## config.mk

```make
export PLATFORM = sky130hd
export DESIGN_NAME = pep_ctrl
export DESIGN_NICKNAME = d
export VERILOG_FILES = /design/src/rtl/core/pep_pkg.sv /design/src/rtl/core/pep_ctrl.sv
export SDC_FILE = /design/constraint.sdc
export NUM_CORES = 1
export LEC_CHECK = 0
export ABC_AREA = 1
export BUFFER_PORTS_ARGS = -buffer_cell sky130_fd_sc_hd__buf_2
export CAP_MARGIN = 10
export CELL_PAD_IN_SITES_DETAIL_PLACEMENT = 0
export CELL_PAD_IN_SITES_GLOBAL_PLACEMENT = 1
export CORE_AREA = 2 2 75 59
export DETAILED_ROUTE_END_ITERATION = 8
export DIE_AREA = 0 0 77 61
export PLACE_DENSITY = 0.75
export SYNTH_ARGS = -nofsm -noshare
export SYNTH_HDL_FRONTEND = slang
export SYNTH_SLANG_ARGS = --single-unit
```

## constraint.sdc

```tcl
create_clock -name clock -period 2.6 [get_ports clock]
set_clock_uncertainty 0.05 [all_clocks]
set_input_delay 0.13 -clock clock [delete_from_list [all_inputs] [get_ports clock]]
set_output_delay 0.13 -clock clock [all_outputs]
set_load 0.01 [all_outputs]
```

## src/rtl/core/pep_pkg.sv

```systemverilog
// shared constants, types and arithmetic helpers for the particle emitter pool
package pep_pkg;

   localparam int POOL_SIZE_DEF = 32;
   localparam int TRIG_SIZE_DEF = 1024;

   localparam logic [2:0] REG_ORIGIN_X   = 3'd0;
   localparam logic [2:0] REG_ORIGIN_Y   = 3'd1;
   localparam logic [2:0] REG_BASE_HEAD  = 3'd2;
   localparam logic [2:0] REG_SPREAD     = 3'd3;
   localparam logic [2:0] REG_LAUNCH     = 3'd4;
   localparam logic [2:0] REG_LIFETIME   = 3'd5;
   localparam logic [2:0] REG_PERIOD     = 3'd6;
   localparam logic [2:0] REG_FRICTION   = 3'd7;
   localparam int NUM_REGS = 8;

   localparam logic [15:0] LFSR_SEED = 16'hACE1;
   localparam logic [15:0] LFSR_TAPS = 16'hB400;
   localparam logic [15:0] HALF_TURN = 16'h8000;
   localparam logic [15:0] QUARTER_TURN = 16'h4000;

   // datapath commands
   localparam logic [2:0] CMD_NONE    = 3'd0;
   localparam logic [2:0] CMD_FETCH   = 3'd1;
   localparam logic [2:0] CMD_FRICT   = 3'd2;
   localparam logic [2:0] CMD_MOVEX   = 3'd3;
   localparam logic [2:0] CMD_MOVEY   = 3'd4;
   localparam logic [2:0] CMD_WRITE   = 3'd5;
   localparam logic [2:0] CMD_SPAWN   = 3'd6;
   localparam logic [2:0] CMD_ACCUM   = 3'd7;

   typedef struct packed {
      logic [2:0] op;
      logic [5:0] slot;
      logic       clear_tick;
   } cmd_type;

   typedef struct packed {
      logic alive;
      logic acc_ge;
   } stat_type;

   // q16 sine of table entry idx of n entries per turn, used to fill the table
   function automatic logic signed [17:0] trig_entry(input int idx, input int n);
      longint four, q, r, num, step, x, x2, t, mag;
      four = longint'(idx) * 4;
      // quadrant and position inside it
      q = 0;
      r = four;
      while (r >= longint'(n)) begin
         r = r - longint'(n);
         q = q + 1;
      end
      // restoring long division for (r * 65536) / n
      num = r * 65536;
      x = 0;
      for (int b = 16; b >= 0; b--) begin
         step = longint'(n) <<< b;
         if (num >= step) begin
            num = num - step;
            x = x + (longint'(1) <<< b);
         end
      end
      if (q[0]) x = 65536 - x;
      x2 = (x * x) >>> 16;
      t = (5223 * x2) >>> 16;
      t = ((42334 - t) * x2) >>> 16;
      mag = ((102944 - t) * x) >>> 16;
      if (mag > 65536) mag = 65536;
      if (q[1]) mag = -mag;
      return 18'(mag);
   endfunction

   function automatic logic [31:0] sat_add(input logic [31:0] a, input logic [31:0] b);
      logic [32:0] s;
      s = {1'b0, a} + {1'b0, b};
      return s[32] ? 32'hFFFF_FFFF : s[31:0];
   endfunction

endpackage

```

## src/rtl/core/pep_ctrl.sv

```systemverilog
// sequencer: update pass, spawn search, report pass
module pep_ctrl #(
   parameter int POOL_SIZE = pep_pkg::POOL_SIZE_DEF
) (
   input  logic              clock,
   input  logic              reset,
   input  logic              in_valid,
   output logic              in_ready,
   output logic              out_load,
   output logic              out_last,
   input  logic              out_free,
   output pep_pkg::cmd_type  cmd,
   input  pep_pkg::stat_type stat
);
   localparam logic [3:0] ST_IDLE  = 4'd0;
   localparam logic [3:0] ST_FETCH = 4'd1;
   localparam logic [3:0] ST_FRICT = 4'd2;
   localparam logic [3:0] ST_WAIT  = 4'd3;
   localparam logic [3:0] ST_MOVEX = 4'd4;
   localparam logic [3:0] ST_MOVEY = 4'd5;
   localparam logic [3:0] ST_WRITE = 4'd6;
   localparam logic [3:0] ST_ACCUM = 4'd7;
   localparam logic [3:0] ST_SPAWN = 4'd8;
   localparam logic [3:0] ST_RPT   = 4'd9;

   logic [3:0] state_ff, state_in;
   logic [5:0] slot_ff, slot_in;
   logic [6:0] nsp_ff, nsp_in;
   localparam logic [5:0] LAST = 6'(POOL_SIZE - 1);

   always_comb begin
      state_in = state_ff; slot_in = slot_ff; nsp_in = nsp_ff;
      cmd = '{op: pep_pkg::CMD_NONE, slot: slot_ff, clear_tick: 1'b0};
      in_ready = 1'b0; out_load = 1'b0; out_last = 1'b0;
      unique case (state_ff)
         ST_IDLE: begin
            in_ready = 1'b1;
            if (in_valid) begin
               state_in = ST_FETCH; slot_in = '0; nsp_in = '0;
               cmd.clear_tick = 1'b1;
            end
         end
         ST_FETCH: begin
            cmd.op = pep_pkg::CMD_FETCH;
            if (stat.alive) state_in = ST_FRICT;
            else if (slot_ff == LAST) state_in = ST_ACCUM;
            else slot_in = slot_ff + 6'd1;
         end
         ST_FRICT: begin cmd.op = pep_pkg::CMD_FRICT; state_in = ST_WAIT; end
         ST_WAIT:  state_in = ST_MOVEX;
         ST_MOVEX: begin cmd.op = pep_pkg::CMD_MOVEX; state_in = ST_MOVEY; end
         ST_MOVEY: begin cmd.op = pep_pkg::CMD_MOVEY; state_in = ST_WRITE; end
         ST_WRITE: begin
            cmd.op = pep_pkg::CMD_WRITE;
            if (slot_ff == LAST) state_in = ST_ACCUM;
            else begin slot_in = slot_ff + 6'd1; state_in = ST_FETCH; end
         end
         ST_ACCUM: begin
            cmd.op = pep_pkg::CMD_ACCUM; slot_in = '0; state_in = ST_SPAWN;
         end
         ST_SPAWN: begin
            // lowest dead slot first; restart scan after each spawn
            if (!stat.acc_ge || nsp_ff == 7'(POOL_SIZE)) begin
               state_in = ST_RPT; slot_in = '0;
            end else begin
               cmd.op = pep_pkg::CMD_SPAWN;
               if (!stat.alive) begin
                  nsp_in = nsp_ff + 7'd1; slot_in = '0;
               end else if (slot_ff == LAST) begin
                  state_in = ST_RPT; slot_in = '0;
               end else slot_in = slot_ff + 6'd1;
            end
         end
         ST_RPT: begin
            if (out_free) begin
               out_load = 1'b1;
               out_last = slot_ff == LAST;
               if (slot_ff == LAST) state_in = ST_IDLE;
               else slot_in = slot_ff + 6'd1;
            end
         end
         default: state_in = ST_IDLE;
      endcase
   end

   always_ff @(posedge clock) begin
      if (reset) begin
         state_ff <= ST_IDLE; slot_ff <= '0; nsp_ff <= '0;
      end else begin
         state_ff <= state_in; slot_ff <= slot_in; nsp_ff <= nsp_in;
      end
   end
endmodule

```

======== Word-level counts from Yosys, hierarchy flattened ========
Index checks and enable logic that the tools add are counted.
W data, S select, Z words.
storage, ports and cells
  output and inout bits ................... 13
  word-level logic and storage cells ...... 64
  input port bits ......................... 6
  register bits after elaboration ......... 17
cells by class
  equal/unequal tests ..................... 20
  multiplexer cells ....................... 31
  reductions and logical operators ........ 8
  add/sub/neg operators ................... 2
operators by type and width
  kind                   number
  $mux W6                7
  $pmux W4 S10           1
  $pmux W6 S6            1
  $mux W4                8
  $mux W7                3
  $pmux W3 S7            1
  $eq A4 B3 Y1 const B   4
  $pmux W7 S2            1
  $ne A2 B2 Y1 const B   6
  $ne A3 B3 Y1 const B   3
  $eq A4 B2 Y1 const B   2
  $eq A4 B4 Y1 const B   2
  $reduce_and A4 Y1      2
  $add A7 B1 Y7 const B  1
  $eq A7 B6 Y1 const B   1
  $mux W1                7
  $add A6 B1 Y6 const B  1
  $eq A6 B5 Y1 const B   1
  $mux W3                2
  $reduce_and A6 Y1      1
  $reduce_bool A6 Y1     1
  $eq A4 B1 Y1 const B   1
  $logic_not A4 Y1       1
  $reduce_bool A2 Y1     1
  2 further kinds        2

======== Longest topological paths before layout ========
  depth after elaboration ................. 5
  depth in mapped cells ................... 11
  gate-level depth less buffers ........... 11

======== Worst setup path after synthesis ========
Ideal clock, no wire load.
  path type ............................... reg-to-reg
  start point ............................. reg slot_ff[0]
  end point ............................... reg state_ff[2]
  slack ................................... 1.045 ns
  cell stages (with the launch flop) ...... 8
  required time ........................... 2.472 ns
  period minus slack after synthesis ...... 1.555 ns
  data arrival time ....................... 1.428 ns
  cells stage by stage .................... dfxtp_1 -> ha_1 -> nand3_1 -> nor2_1 -> inv_1 -> o21ai_0 -> nor3_1 -> nor3_1
between the ends
  longest elaborated chain between the ends .. 3
  elaborated cells between the ends (all ways) .. 7
  those cells by class .................... eq/ne (4); mux (2); reduce/logical (1)
ends and longest elaborated chain
  what                                                      line            text
  start, declared                                           pep_ctrl.sv:27  logic [5:0] slot_ff, slot_in;
  start signal, assigned                                    pep_ctrl.sv:90  state_ff <= state_in; slot_ff <= slot_in; nsp_ff <= nsp_in;
  $eq A6 B5 Y1 (*)                                          -
  $mux W3 (tied with other cells)                           pep_ctrl.sv:55  if (slot_ff == LAST) state_in = ST_ACCUM;
  $pmux W4 S10 / $reduce_and A6 Y1 (equally long branches)  -
  end signal, assigned                                      pep_ctrl.sv:90
  end, declared                                             pep_ctrl.sv:26  logic [3:0] state_ff, state_in;
Mark *: on every way between the ends. The rest lies on a longest branch, timed or not.
A chain may end at the register's enable or synchronous reset.

==> metrics.txt <==
number of synthesized flops with an enable pin=0; CP Max Fanout=5; die area=between 4000 and 5000 sq um; Final min period=1.890 ns; H-Tree Depth=1; largest net degree at the start of global routing=10; Fillers=444; Tcrit/Tclk final=72.69%; status=completed; Syn Area/Cell=6.345 sq um; VDD IR max=294.2 uV; CP arrival=1.71 ns; DRT antenna net count=0; yosys warns=0; antenna violations before repair=0; Die Width=approximately 77 um; Finished Core Util=36.61%; via total after detailed routing=1249; total grt overflow=0; Longest Clk Path Bufs=2; Worst R2R Path Depth=7; PD cells=about 670 nW/um^2; DRT iter0 DRCs=60; Final Hold Fails=0; layout cells sized above 1=22.48%; Leak=0.6672 nW; first-pass GRT wire length=4781 um; Via density=4.575; Synth cell types=25; WP data required=2.42 ns; Vert. Die Dim=61 um; Synthesized Nets=205; WL/cell=10.44 um; drc violations=0; n_diodes=0; Inserted Clock Buffers=3; core box area=3954 sq um; final setup violation count=0; Hold Path Class=in -> reg; DR pass1 iterations=6; P&R area growth vs syn=16.40%; I/O Buffers=18; Top FF cell, synth=dfxtp_1; cts hold-fix bufs=0; Async SR Flop Fraction=0%; Crit. End Element=output pin; Fin Setup TNS=0 ns; Initial Util=31.46%; post-CTS resize count=0; post-synth top area cell=dfxtp_1; MaxCap Viol Count=0; I/O Pins=19; Routed WL=2851 um; DP HPWL=2251 um; TritonCTS Sinks=17; CTS tree=done; Worst-Margin Slew=0.3239 ns; top post-synthesis cells by area=dfxtp_1 (27%), nand2_1 (15%), nor2_1 (10%); vias in the first global route=1026; Reg clk slew, reported paths=0.07 ns; Site Rows=20; sequential cell area fraction in the yosys report=27.36%; Total GRT Usage=12.93%; Seq cells post-synth=17; unrepaired setup endpoints after global routing=no; post-synth top area share=27.36%; clock latency on the worst-skew pair=0.25 ns; Synth top cells by count=nand2_1 (51), nor2_1 (33), inv_1 (25), dfxtp_1 (17); max-slew violations=0; Post-CTS Setup Inserts=0; count leader, synth=nand2_1; gpl congestion=approximately 0.87; CP Class=reg -> out; Root Driver=clkbuf_8; crit path launch type=register; Cell Area, Synth=around 1200 sq um; Post-Syn Instances=~200; FMAX=0.5291 GHz; Hold Path Cell Cnt=2; headroom to the max-slew limit=78.21%; fin nets=228
## cells by family (layout without fill, tap and decap cells)
logic type | Yosys count | in the layout | synth area share [%]
and+or+nand+nor | 120 | 120 | 46.68
buffers and inverters | 31 | 53 | 9.759
AOI/OAI and AO/OA | 22 | 22 | 11.07
DFF | 17 | 17 | 27.36
adders and majority gates | 3 | 3 | 3.018
xor gates and xnor gates | 3 | 3 | 2.113
## registers in the layout, summed over array words and instances (netlist names)
| register | count |
|---|---|
| slot_ff | 6 |
| nsp_ff | 7 |
| state_ff | 4 |
## power by group
group	total, mW	switching, mW	internal (mW)	leakage [nW]
logic	0.454	0.304	0.150	0.507
registers	0.316	0.0317	0.284	0.138
clock network	0.201	0.0924	0.109	0.0228
total	0.970	0.428	0.543	0.667
## layer usage
metal	vias up	wire, um	global-route usage [%]
li1	664	-	-
met1	540	1471	19.28
met2	43	1135	19.05
met3	2	230	3.720
met4	0	13	1.531
met5	-	0	0
## cell usage in the layout (no fill, tap or decap), drive strengths merged
| cell | count |
|---|---|
| nor2 | 38 |
| ha | 3 |
| nand2 | 59 |
| o21ai | 6 |
| clkinv | 1 |
| clkbuf | 4 |
| inv | 30 |
| buf | 18 |
| nor3 | 5 |
| dfxtp | 17 |
| a31oi | 1 |
| a21oi | 12 |
| a211oi | 1 |
| o21bai | 1 |
| xnor2 | 1 |
| xor2 | 2 |
| nand3 | 12 |
| a21boi | 1 |
| nand4 | 5 |
| nor3b | 1 |
## worst max-delay path, stage by stage (launching register included)
cell      delay (ns)
dfxtp_1         0.33
inv_1           0.12
ha_1            0.15
nand4_1         0.22
a21boi_0        0.37
nand3_1         0.11
buf_2           0.16
## through the flow
| stage | instances | area [sq um] | power, mW | setup slack (ns) | hold slack [ns] |
|---|---|---|---|---|---|
| floorplan | 196 | 1244 | 0.6630 | 1.045 | 0.1491 |
| global placement | 269 | 1403 | 0.7903 | 0.9287 | 0.3761 |
| detailed placement | 269 | 1403 | 0.7739 | 0.8972 | 0.3720 |
| CTS | 273 | 1448 | 0.9792 | 0.7054 | 0.09922 |
| global route | 273 | 1448 | 1.051 | 0.5235 | 0.1025 |
| finish | 273 | 1448 | 0.9704 | 0.7101 | 0.1010 |
## cell type report
| cell class | instances | area, sq um | area share [%] |
|---|---|---|---|
| multi-input combinational | 148 | 782.0 | 54.02 |
| sequential | 17 | 340.3 | 23.51 |
| inverter | 31 | 121.4 | 8.384 |
| timing repair buffer | 18 | 90.09 | 6.223 |
| tap | 55 | 68.82 | 4.754 |
| clock buffer | 4 | 45.04 | 3.111 |
## worst paths after layout
check / startpoint / endpoint / slack, ns
worst min register to register: nsp_ff[0] / nsp_ff[0] / 0.45
worst max register to register: slot_ff[1] / state_ff[2] / 0.89
worst max-delay path: nsp_ff[0] / cmd[9] / 0.71
worst min-delay path: reset / nsp_ff[5] / 0.10
No activity file was read; power rests on OpenSTA's default activity.
